[src/sv/jqkr_pkg.sv]
// shared types and constants for the job queue with keyed removal
package jqkr_pkg;

  localparam int QUEUE_DEPTH = 16;
  localparam int IDX_W       = (QUEUE_DEPTH > 1) ? $clog2(QUEUE_DEPTH) : 1;
  localparam int CNT_W       = $clog2(QUEUE_DEPTH + 1);

  localparam int CMD_W    = 2;
  localparam int JOB_W    = 16;
  localparam int PROC_W   = 22;
  localparam int STATUS_W = 2;
  localparam int POS_W    = 4;
  localparam int COUNT_W  = 5;

  localparam int IN_BITS  = CMD_W + JOB_W + PROC_W + PROC_W;
  localparam int OUT_BITS = STATUS_W + JOB_W + PROC_W + POS_W + COUNT_W;
  localparam int IN_W     = ((IN_BITS + 7) / 8) * 8;
  localparam int OUT_W    = ((OUT_BITS + 7) / 8) * 8;

  typedef enum logic [CMD_W-1:0] {
    CMD_ENQUEUE = 2'd0,
    CMD_DEQUEUE = 2'd1,
    CMD_BY_JOB  = 2'd2,
    CMD_BY_PROC = 2'd3
  } cmd_t;

  typedef enum logic [STATUS_W-1:0] {
    STAT_OK   = 2'd0,
    STAT_MISS = 2'd1,
    STAT_FULL = 2'd2
  } status_t;

  typedef struct packed {
    logic [PROC_W-1:0] proc_id;
    logic [JOB_W-1:0]  job_id;
  } entry_t;

  typedef enum logic [2:0] {
    ST_IDLE,
    ST_SCAN_RD,
    ST_SCAN_CMP,
    ST_SHIFT_RD,
    ST_SHIFT_WR,
    ST_DONE
  } state_t;

endpackage

[src/sv/job_queue_with_keyed_removal.sv]
// job queue with keyed removal: entry memory, scan and close-up sequencer
//
// Slave stream (s_*) takes one command item, master stream (m_*) gives
// exactly one result item per command, in order.
// Commands: enqueue at tail, dequeue head, remove the first entry from the
// head whose job id or process id equals the search key. Entries behind a
// removed one move up one rank, so position is always rank from the head.
// The entries sit in a single-port-read memory of QUEUE_DEPTH words with a
// registered read; the sequencer handles one command at a time.
// Sequence: an enqueue, also a refused one, goes straight to the result;
// a removal at rank r scans from the head (one read and one compare per
// rank), then closes up behind rank r (one read and one write back per
// moved entry); a miss scans all held entries before it reports.
// The next command is taken as soon as the sequencer is idle, even while
// the previous result still waits in the output register; a stalled
// receiver only holds the sequencer once a second result is ready.
// Reset empties the queue at once (count to zero); the memory is not
// cleared since only ranks below the count are ever used.
module job_queue_with_keyed_removal
  import jqkr_pkg::*;
(
  input  logic             clk,
  input  logic             rst,
  input  logic             s_tvalid,
  output logic             s_tready,
  // command[1:0], job_id[17:2], proc_id[39:18], search_key[61:40]
  input  logic [IN_W-1:0]  s_tdata,
  output logic             m_tvalid,
  input  logic             m_tready,
  // status[1:0], out_job_id[17:2], out_proc_id[39:18], position[43:40],
  // entry_count[48:44]
  output logic [OUT_W-1:0] m_tdata
);

  // input unpacking
  cmd_t              in_cmd;
  logic [JOB_W-1:0]  in_job;
  logic [PROC_W-1:0] in_proc;
  logic [PROC_W-1:0] in_key;

  assign in_cmd  = cmd_t'(s_tdata[CMD_W-1:0]);
  assign in_job  = s_tdata[CMD_W +: JOB_W];
  assign in_proc = s_tdata[CMD_W+JOB_W +: PROC_W];
  assign in_key  = s_tdata[CMD_W+JOB_W+PROC_W +: PROC_W];

  state_t            state, state_next;
  cmd_t              cmd;
  logic [PROC_W-1:0] key;
  logic [CNT_W-1:0]  count;
  logic [CNT_W-1:0]  rank;
  logic [CNT_W-1:0]  rank_inc;

  status_t           res_status;
  entry_t            res_entry;
  logic [POS_W-1:0]  res_pos;

  entry_t            mem [QUEUE_DEPTH];
  entry_t            rd_data;
  logic              mem_we;
  logic [IDX_W-1:0]  mem_waddr;
  entry_t            mem_wdata;
  logic [IDX_W-1:0]  mem_raddr;

  logic              in_fire;
  logic              out_load;
  logic              full;
  logic              match;

  assign in_fire  = s_tvalid && s_tready;
  assign full     = (count == CNT_W'(QUEUE_DEPTH));
  assign rank_inc = rank + CNT_W'(1);

  // dequeue takes whatever sits at rank 0
  always_comb begin
    case (cmd)
      CMD_DEQUEUE: match = 1'b1;
      CMD_BY_JOB:  match = ({{(PROC_W-JOB_W){1'b0}}, rd_data.job_id} == key);
      CMD_BY_PROC: match = (rd_data.proc_id == key);
      default:     match = 1'b0;
    endcase
  end

  // next state
  always_comb begin
    state_next = state;
    case (state)
      ST_IDLE: begin
        if (s_tvalid) begin
          state_next = (in_cmd == CMD_ENQUEUE) ? ST_DONE : ST_SCAN_RD;
        end
      end
      ST_SCAN_RD: begin
        state_next = (rank == count) ? ST_DONE : ST_SCAN_CMP;
      end
      ST_SCAN_CMP: begin
        state_next = match ? ST_SHIFT_RD : ST_SCAN_RD;
      end
      ST_SHIFT_RD: begin
        state_next = (rank_inc >= count) ? ST_DONE : ST_SHIFT_WR;
      end
      ST_SHIFT_WR: begin
        state_next = ST_SHIFT_RD;
      end
      ST_DONE: begin
        if (!m_tvalid || m_tready) begin
          state_next = ST_IDLE;
        end
      end
      default: state_next = ST_IDLE;
    endcase
  end

  // outputs of the sequencer
  always_comb begin
    s_tready  = 1'b0;
    out_load  = 1'b0;
    mem_we    = 1'b0;
    mem_waddr = count[IDX_W-1:0];
    mem_wdata = '{proc_id: in_proc, job_id: in_job};
    mem_raddr = rank[IDX_W-1:0];
    case (state)
      ST_IDLE: begin
        s_tready = 1'b1;
        mem_we   = s_tvalid && (in_cmd == CMD_ENQUEUE) && !full;
      end
      ST_SHIFT_RD: begin
        mem_raddr = rank_inc[IDX_W-1:0];
      end
      ST_SHIFT_WR: begin
        mem_we    = 1'b1;
        mem_waddr = rank[IDX_W-1:0];
        mem_wdata = rd_data;
      end
      ST_DONE: begin
        out_load = !m_tvalid || m_tready;
      end
      default: ;
    endcase
  end

  // entry memory, registered read
  always_ff @(posedge clk) begin
    if (mem_we) begin
      mem[mem_waddr] <= mem_wdata;
    end
    rd_data <= mem[mem_raddr];
  end

  // control state
  always_ff @(posedge clk) begin
    if (rst) begin
      state    <= ST_IDLE;
      count    <= '0;
      m_tvalid <= 1'b0;
    end else begin
      state <= state_next;
      if (in_fire && (in_cmd == CMD_ENQUEUE) && !full) begin
        count <= count + CNT_W'(1);
      end else if ((state == ST_SHIFT_RD) && (rank_inc >= count)) begin
        count <= count - CNT_W'(1);
      end
      if (out_load) begin
        m_tvalid <= 1'b1;
      end else if (m_tready) begin
        m_tvalid <= 1'b0;
      end
    end
  end

  // command and result registers
  always_ff @(posedge clk) begin
    case (state)
      ST_IDLE: begin
        if (in_fire) begin
          cmd       <= in_cmd;
          key       <= in_key;
          rank      <= '0;
          res_entry <= '0;
          if (in_cmd == CMD_ENQUEUE) begin
            res_status <= full ? STAT_FULL : STAT_OK;
            res_pos    <= full ? '0 : POS_W'(count);
          end else begin
            res_status <= STAT_OK;
            res_pos    <= '0;
          end
        end
      end
      ST_SCAN_RD: begin
        if (rank == count) begin
          res_status <= STAT_MISS;
        end
      end
      ST_SCAN_CMP: begin
        if (match) begin
          res_entry <= rd_data;
          res_pos   <= POS_W'(rank);
        end else begin
          rank <= rank_inc;
        end
      end
      ST_SHIFT_WR: begin
        rank <= rank_inc;
      end
      default: ;
    endcase
    if (out_load) begin
      m_tdata <= {{(OUT_W-OUT_BITS){1'b0}}, COUNT_W'(count), res_pos,
                  res_entry.proc_id, res_entry.job_id, res_status};
    end
  end

`ifndef SYNTHESIS
  a_count_bound: assert property (@(posedge clk) disable iff (rst)
    count <= CNT_W'(QUEUE_DEPTH))
    else $error("entry count above queue depth");

  a_count_step: assert property (@(posedge clk) disable iff (rst)
    (count != $past(count)) |->
      (({1'b0, count} == {1'b0, $past(count)} + 1'b1) ||
       ({1'b0, count} + 1'b1 == {1'b0, $past(count)})))
    else $error("entry count moved by more than one");

  a_shift_in_range: assert property (@(posedge clk) disable iff (rst)
    (state == ST_SHIFT_WR) |-> (rank_inc < count))
    else $error("close-up write beyond held entries");

  a_result_issued: assert property (@(posedge clk) disable iff (rst)
    out_load |=> m_tvalid)
    else $error("finished command produced no result");

  a_one_at_a_time: assert property (@(posedge clk) disable iff (rst)
    in_fire |=> !s_tready)
    else $error("second command taken while one is in work");
`endif

endmodule

[config.mk]
export PLATFORM = sky130hd
export DESIGN_NAME = job_queue_with_keyed_removal
export DESIGN_NICKNAME = d
export VERILOG_FILES = /design/src/sv/jqkr_pkg.sv /design/src/sv/job_queue_with_keyed_removal.sv
export SDC_FILE = /design/constraint.sdc
export NUM_CORES = 1
export LEC_CHECK = 0
export BUFFER_PORTS_ARGS = -buffer_cell sky130_fd_sc_hd__buf_2
export CAP_MARGIN = 20
export CELL_PAD_IN_SITES_DETAIL_PLACEMENT = 1
export CELL_PAD_IN_SITES_GLOBAL_PLACEMENT = 2
export CORE_ASPECT_RATIO = 0.8
export CORE_MARGIN = 2
export CORE_UTILIZATION = 47
export CTS_BUF_LIST = sky130_fd_sc_hd__clkbuf_2 sky130_fd_sc_hd__clkbuf_4 sky130_fd_sc_hd__clkbuf_8
export DETAILED_ROUTE_END_ITERATION = 8
export PLACE_DENSITY = 0.87
export SLEW_MARGIN = 0
export SYNTH_ARGS = -nofsm -noshare
export SYNTH_HDL_FRONTEND = slang
export SYNTH_SLANG_ARGS = --single-unit
[constraint.sdc]
create_clock -name clk -period 4.8 [get_ports clk]
set_input_delay 0.96 -clock clk [delete_from_list [all_inputs] [get_ports clk]]
set_output_delay 0.96 -clock clk [all_outputs]
set_load 0.005 [all_outputs]
==> qor.yml, run 1 <==
status: "finished clean"
synth.cell_area_um2: 29600
hold_start: "res_entry[18]"
htree_levels: 3
fp-row-count: 82
grt_pass1_vias: 16700
grt_pass1_wl_um: 109000
cts_made_buffers: 112
die_y_um: 229
via_count: 15500
die-area_um2: 65100
crit_path_start_kind: "register"
antenna_found_initial: 6
clockPowerShare_pct: 32.0
finalHoldWorstSlack_ns: 0.415
die_x_um: 285
power-per-cell-area_nw_per_um2: 500
min_path_type: "register to register"
num_antenna_cells: 0
irDropWorstVdd_v: 0.000250
cts_buffer_depth: 3
yosysTopAreaCellShare_pct: 73.9
post_cts_buffers: 0
track_usage_pct: 23.0
final_layout_size_suffix_gt1_share_pct: 29.8
setup_viol: 0
cts_root_buf: "clkbuf_8"
num-fill-cells: 5595
switching_power_mw: 4.76
min_period_ns: 3.58
route.detailed.vias_per_inst: 5.83
synth_edf_count: 730
crit_type: "register to register"
fmax_mhz: 279
power.total_mw: 17.0
nNetsFinal: 1793
skew_ns: 0.0211
seq_power_share_pct: 50.2
ant_nets: 0
drv_slew: 0
synth_area_leaders: "edfxtp_1 (74%), mux4_2 (12%), dfxtp_1 (3.2%)"
rsz0062_at_grt: "no"
cap_viol_max_count: 0
intPower_mw: 12.2
place_hpwl_um: 45000
synth-main-ff-cell: "edfxtp_1"
yosys_warnings: 0
start_util_pct: 47.4
cts_tree: "yes"
port_buffers: 116
yosysUniqueCellTypes: 60
r2r_end: "res_entry[22]"
tightest_slew_ns: 1.11
synth_top_cell_by_area: "edfxtp_1"
r2r_cells: 6
clk_latency_ns: 0.71
timing.rr.start: "cmd[0]"
startpoint: "cmd[0]"
cts-hold-fix-buffers: 0
cp_max_fo: 42
seq_area_frac_synth_pct: 77.1
synth-async-reset-ratio_pct: 0
r2r_slack_ns: 1.22
area_growth_pct: 14.6
ios: 126
core_area_um2: 62500
p_leak_nw: 11.4
clk_pin_slew_ns: 0.06
hold_violations: 0
synth_area_per_cell_um2: 19.6
avgRoutedWirePerCell_um: 28.0
ctsResizeCount: 0
grt_start_max_net_pins: 93
gp_congestion: 0.813
setup.worst_path.end: "res_entry[22]"
grt-ovfl-total: 0
synth-seq-cells: 777
combPwrFrac_pct: 17.8
syn_inst: 1512
tns_ns: 0
drc: 0
drtIter0Drc: 1580
slew_headroom_pct: 25.9
drtPass1Iterations: 5
crit_arrival_ns: 3.89
clock_sinks: 777
required_ns: 5.11
finalCritPeriodShare_pct: 74.6
drt-total-wl_um: 74100
swShare_pct: 28.0
critPathCaptureType: "register"
-- Yosys cell counts, types with 8 or more instances --
cell,instances
mux4_2,152
clkbuf_1,40
a22oi_1,76
buf_2,20
dfxtp_1,47
xor2_1,8
edfxtp_1,730
ha_1,9
nor2_1,38
nor3_1,11
a21oi_1,12
o21ai_0,21
xnor2_1,22
buf_4,17
inv_1,27
a31oi_1,9
nand2_1,143
and2_1,41
-- placed cells by master (no fill, tap or decap), types with 5 or more instances in the layout --
| master | instances |
|---|---|
| nand3_1 | 5 |
| inv_1 | 27 |
| nor2_4 | 20 |
| nor2_1 | 18 |
| a21oi_1 | 12 |
| a22oi_1 | 76 |
| a31oi_1 | 9 |
| nand2_1 | 143 |
| and3_1 | 5 |
| o21ai_0 | 19 |
| xor2_1 | 8 |
| nor2b_1 | 5 |
| a21o_1 | 7 |
| mux4_2 | 152 |
| clkbuf_8 | 128 |
| buf_12 | 11 |
| o21a_1 | 5 |
| clkinv_1 | 16 |
| conb_1 | 7 |
| nor3_1 | 11 |
| and2_1 | 41 |
| buf_2 | 116 |
| ha_1 | 9 |
| clkinv_2 | 10 |
| buf_4 | 35 |
| clkbuf_4 | 48 |
| xnor2_1 | 22 |
| edfxtp_1 | 730 |
| dfxtp_1 | 47 |
-- power by group through the flow --
stage               logic [mW]  clock network [mW]  registers, mW
global route              3.28                5.79           8.55
floorplan                 2.16                   0           8.28
global placement          2.87                   0           8.61
finish                    3.02                5.43           8.52
CTS                       3.04                5.52           8.50
detailed placement        3.02                   0           8.64
-- cells by family after synthesis --
| kind of cell | count (synthesis) | synth area share (%) |
|---|---|---|
| other | 1 | 0.0127 |
| AO/OA/AOI/OAI | 161 | 3.92 |
| adder cells (fa/ha/maj) | 10 | 0.447 |
| multiplexers | 154 | 11.6 |
| flip-flops | 777 | 77.1 |
| buffers and inverters | 109 | 1.71 |
| AND/OR/NAND/NOR | 268 | 4.18 |
| XOR/XNOR | 32 | 0.996 |
-- per-stage QoR --
| stage | utilization (%) | cells | setup slack, ns | cell area, um^2 |
|---|---|---|---|---|
| after detailed placement | 50.5 | 2438 | 0.780 | 31600 |
| final | 54.3 | 2651 | 1.22 | 34000 |
| after CTS | 54.3 | 2648 | 1.26 | 33900 |
| after global routing | 54.3 | 2651 | 0.967 | 34000 |
| after floorplan | - | 1518 | 0.436 | 29700 |
| after global placement | 50.5 | 2437 | 0.928 | 31600 |
-- worst max-delay path: stages (launching register included) --
cell and delay, ns:
edfxtp_1 0.48, and2_1 0.31, a2111oi_0 0.50, a31oi_1 0.08, or4_1 0.54, nor4_2 0.46, or3_2 0.82
-- area by class of cell --
class                   count  area [um^2]  share of cell area, %
multi-input cells         632         6490                   19.1
clock inverters            35          253                  0.744
clock buffers             175         2110                   6.21
repair buffers            164         1090                   3.21
flip-flops and latches    777        22900                   67.3
well taps                 840         1050                   3.09
inverters                  28          105                  0.309
-- flip-flops by register name, summed over array words and instances, names as in the netlist --
register / count
count: 5
res_status: 2
cmd: 2
res_entry: 38
key: 22
rank: 5
rd_data: 38
m_tdata: 49
mem: 608
m_tvalid: 1
res_pos: 4
state: 3
-- metal layers --
| layer | up-vias | wire (um) | GRT usage [%] |
|---|---|---|---|
| met5 | - | 11 | 0 |
| met4 | 2 | 2000 | 7.38 |
| met3 | 143 | 7070 | 6.43 |
| met2 | 729 | 35300 | 36.3 |
| met1 | 8093 | 29800 | 31.3 |
| li1 | 6494 | - | - |
-- worst min-delay path by stage --
stage	endpoint	cells past startpoint
3_3_place_gp	m_tdata[3]	0
4_1_cts	key[21]	1
3_5_place_dp	m_tdata[2]	0
2_1_floorplan	m_tdata[0]	0
6_report	m_tdata[20]	0
5_1_grt	key[15]	1
Power figures use the tool's default switching activity.
==> run 2, diff against run 1 <==
Clock period 4.8 ns to 3.37 ns, I/O delays scaled along.
==> run 2 against run 1 <==
Design area grew 1.8%; largest power group unchanged; via count grew 3.3%; die area is the same; largest cell class unchanged.
==> qor.yml, run 2 (same netlist as run 1, synthesis figures left out) <==
r2r_slack_ns: 0.22
htree_levels: 3
cts_root_buf: "clkbuf_8"
drt-total-wl_um: 78900
ant_nets: 0
required_ns: 3.78
core_area_um2: 62500
slew_headroom_pct: 22.0
cts_made_buffers: 113
drc: 0
via_count: 16000
die_x_um: 285
fmax_mhz: 318
final_common_cell: "edfxtp_1"
crit_type: "register to register"
whs_path_depth: 1
clk_pin_slew_ns: 0.07
setup_viol: 0
dp_slack_ns: 0.302
cts-hold-fix-buffers: 0
die_y_um: 229
grt-ovfl-total: 0
cts_buffer_depth: 3
die-area_um2: 65100
ios: 126
port_buffers: 116
final_cell_mix: "edfxtp_1 (730), mux4_2 (152), nand2_1 (143), clkbuf_8 (126), buf_2 (116)"
antenna_found_initial: 5
cp_max_fo: 42
start_util_pct: 47.4
crit_path_start_kind: "register"
hold_start: "s_tdata[59]"
drv_slew: 0
route.detailed.vias_per_inst: 5.92
clk_latency_ns: 0.74
final_layout_size_suffix_gt1_share_pct: 31.2
drtIter0Drc: 1640
status: "finished clean"
hold_violations: 0
grt_pass1_wl_um: 116000
critPathCaptureType: "register"
min_to: "key[19]"
largest_reg_flops: 608
routed.top_layer: "met4"
r2r_end: "res_entry[34]"
design_area_um2: 34600
gp_congestion: 0.820
finalCritPeriodShare_pct: 93.3
track_usage_pct: 24.6
skew_ns: 0.0516
met2WireLength_um: 38000
finalHoldWorstSlack_ns: 0.116
irDropWorstVdd_v: 0.000305
place_hpwl_um: 47600
avgRoutedWirePerCell_um: 29.2
p_leak_nw: 11.7
wl_met1_um: 30900
regMostFlops: "mem"
cts_tree: "yes"
post_cts_buffers: 0
nNetsFinal: 1839
area_growth_pct: 16.6
fp-row-count: 82
grt_start_max_net_pins: 61
min_path_type: "primary input to register"
tightest_slew_ns: 1.17
top_regs: "mem (608), m_tdata (49)"
dr_wl_met3_um: 7710
min_period_ns: 3.15
power-per-cell-area_nw_per_um2: 714
rsz0062_at_grt: "no"
grt_pass1_vias: 17200
drtPass1Iterations: 5
cap_viol_max_count: 0
fin_ws_ns: 0.225
ctsResizeCount: 0
place_area_um2: 32200
r2r_cells: 7
timing.rr.start: "cmd[1]"
crit_arrival_ns: 3.56
clock_sinks: 777
-- run 2: cell types whose count changed in the layout (fill, tap and decap cells not counted), moves of 2 or more --
cell	change
buf_12	+21
buf_4	+26
clkbuf_4	-6
clkbuf_8	-2
clkinv_1	+7
clkinv_2	+3
clkinvlp_4	-2
diode_2	+2
o21ai_0	+2
o21ai_1	-2
-- run 2: worst max path at each step --
stage	slack (ns)	end	depth (start not counted)	from
5_1_grt	0.13	res_entry[4]	7	cmd[1]
4_1_cts	0.28	res_entry[4]	7	cmd[1]
3_3_place_gp	0.31	res_entry[32]	7	cmd[1]
2_1_floorplan	-0.25	mem[12][0]	8	state[0]
6_report	0.22	res_entry[34]	7	cmd[1]
3_5_place_dp	0.30	res_entry[34]	7	cmd[0]
-- run 2: area by class of cell --
class	count	area [um^2]
Antenna cell	2	5.00
Clock buffer	168	2050
Clock inverter	44	312
Fill cell	5599	27900
Inverter	28	105
Multi-Input combinational cell	632	6490
Sequential cell	777	22900
Tap cell	840	1050
Timing Repair Buffer	209	1680
-- run 2: layer usage --
layer  up-vias  global-route usage, %
li1       6590                      -
met1      8332                   32.7
met2       864                   39.1
met3       185                   6.67
met4         0                   8.72
met5         -                      0
-- run 2: power by group --
part / internal [mW] / switching (mW)
registers: 11.4 / 0.675
clock network: 4.21 / 3.61
logic: 2.06 / 2.75
-- run 2: critical path: stages, from the launching register on --
cell and delay, ns:
edfxtp_1 0.43, and2_1 0.32, a2111oi_0 0.51, a31oi_1 0.09, or4_1 0.50, nor4_2 0.48
or3_2 0.24, buf_12 0.24
-- run 2: through the flow --
stage	TNS [ns]	instances	power (mW)	util [%]
2_1_floorplan	-146.07	1518	14.9	-
3_3_place_gp	0	2486	16.7	51.5
3_5_place_dp	0	2486	17.0	51.5
4_1_cts	0	2698	24.7	55.3
5_1_grt	0	2698	25.5	55.3
6_report	0	2700	24.7	55.3
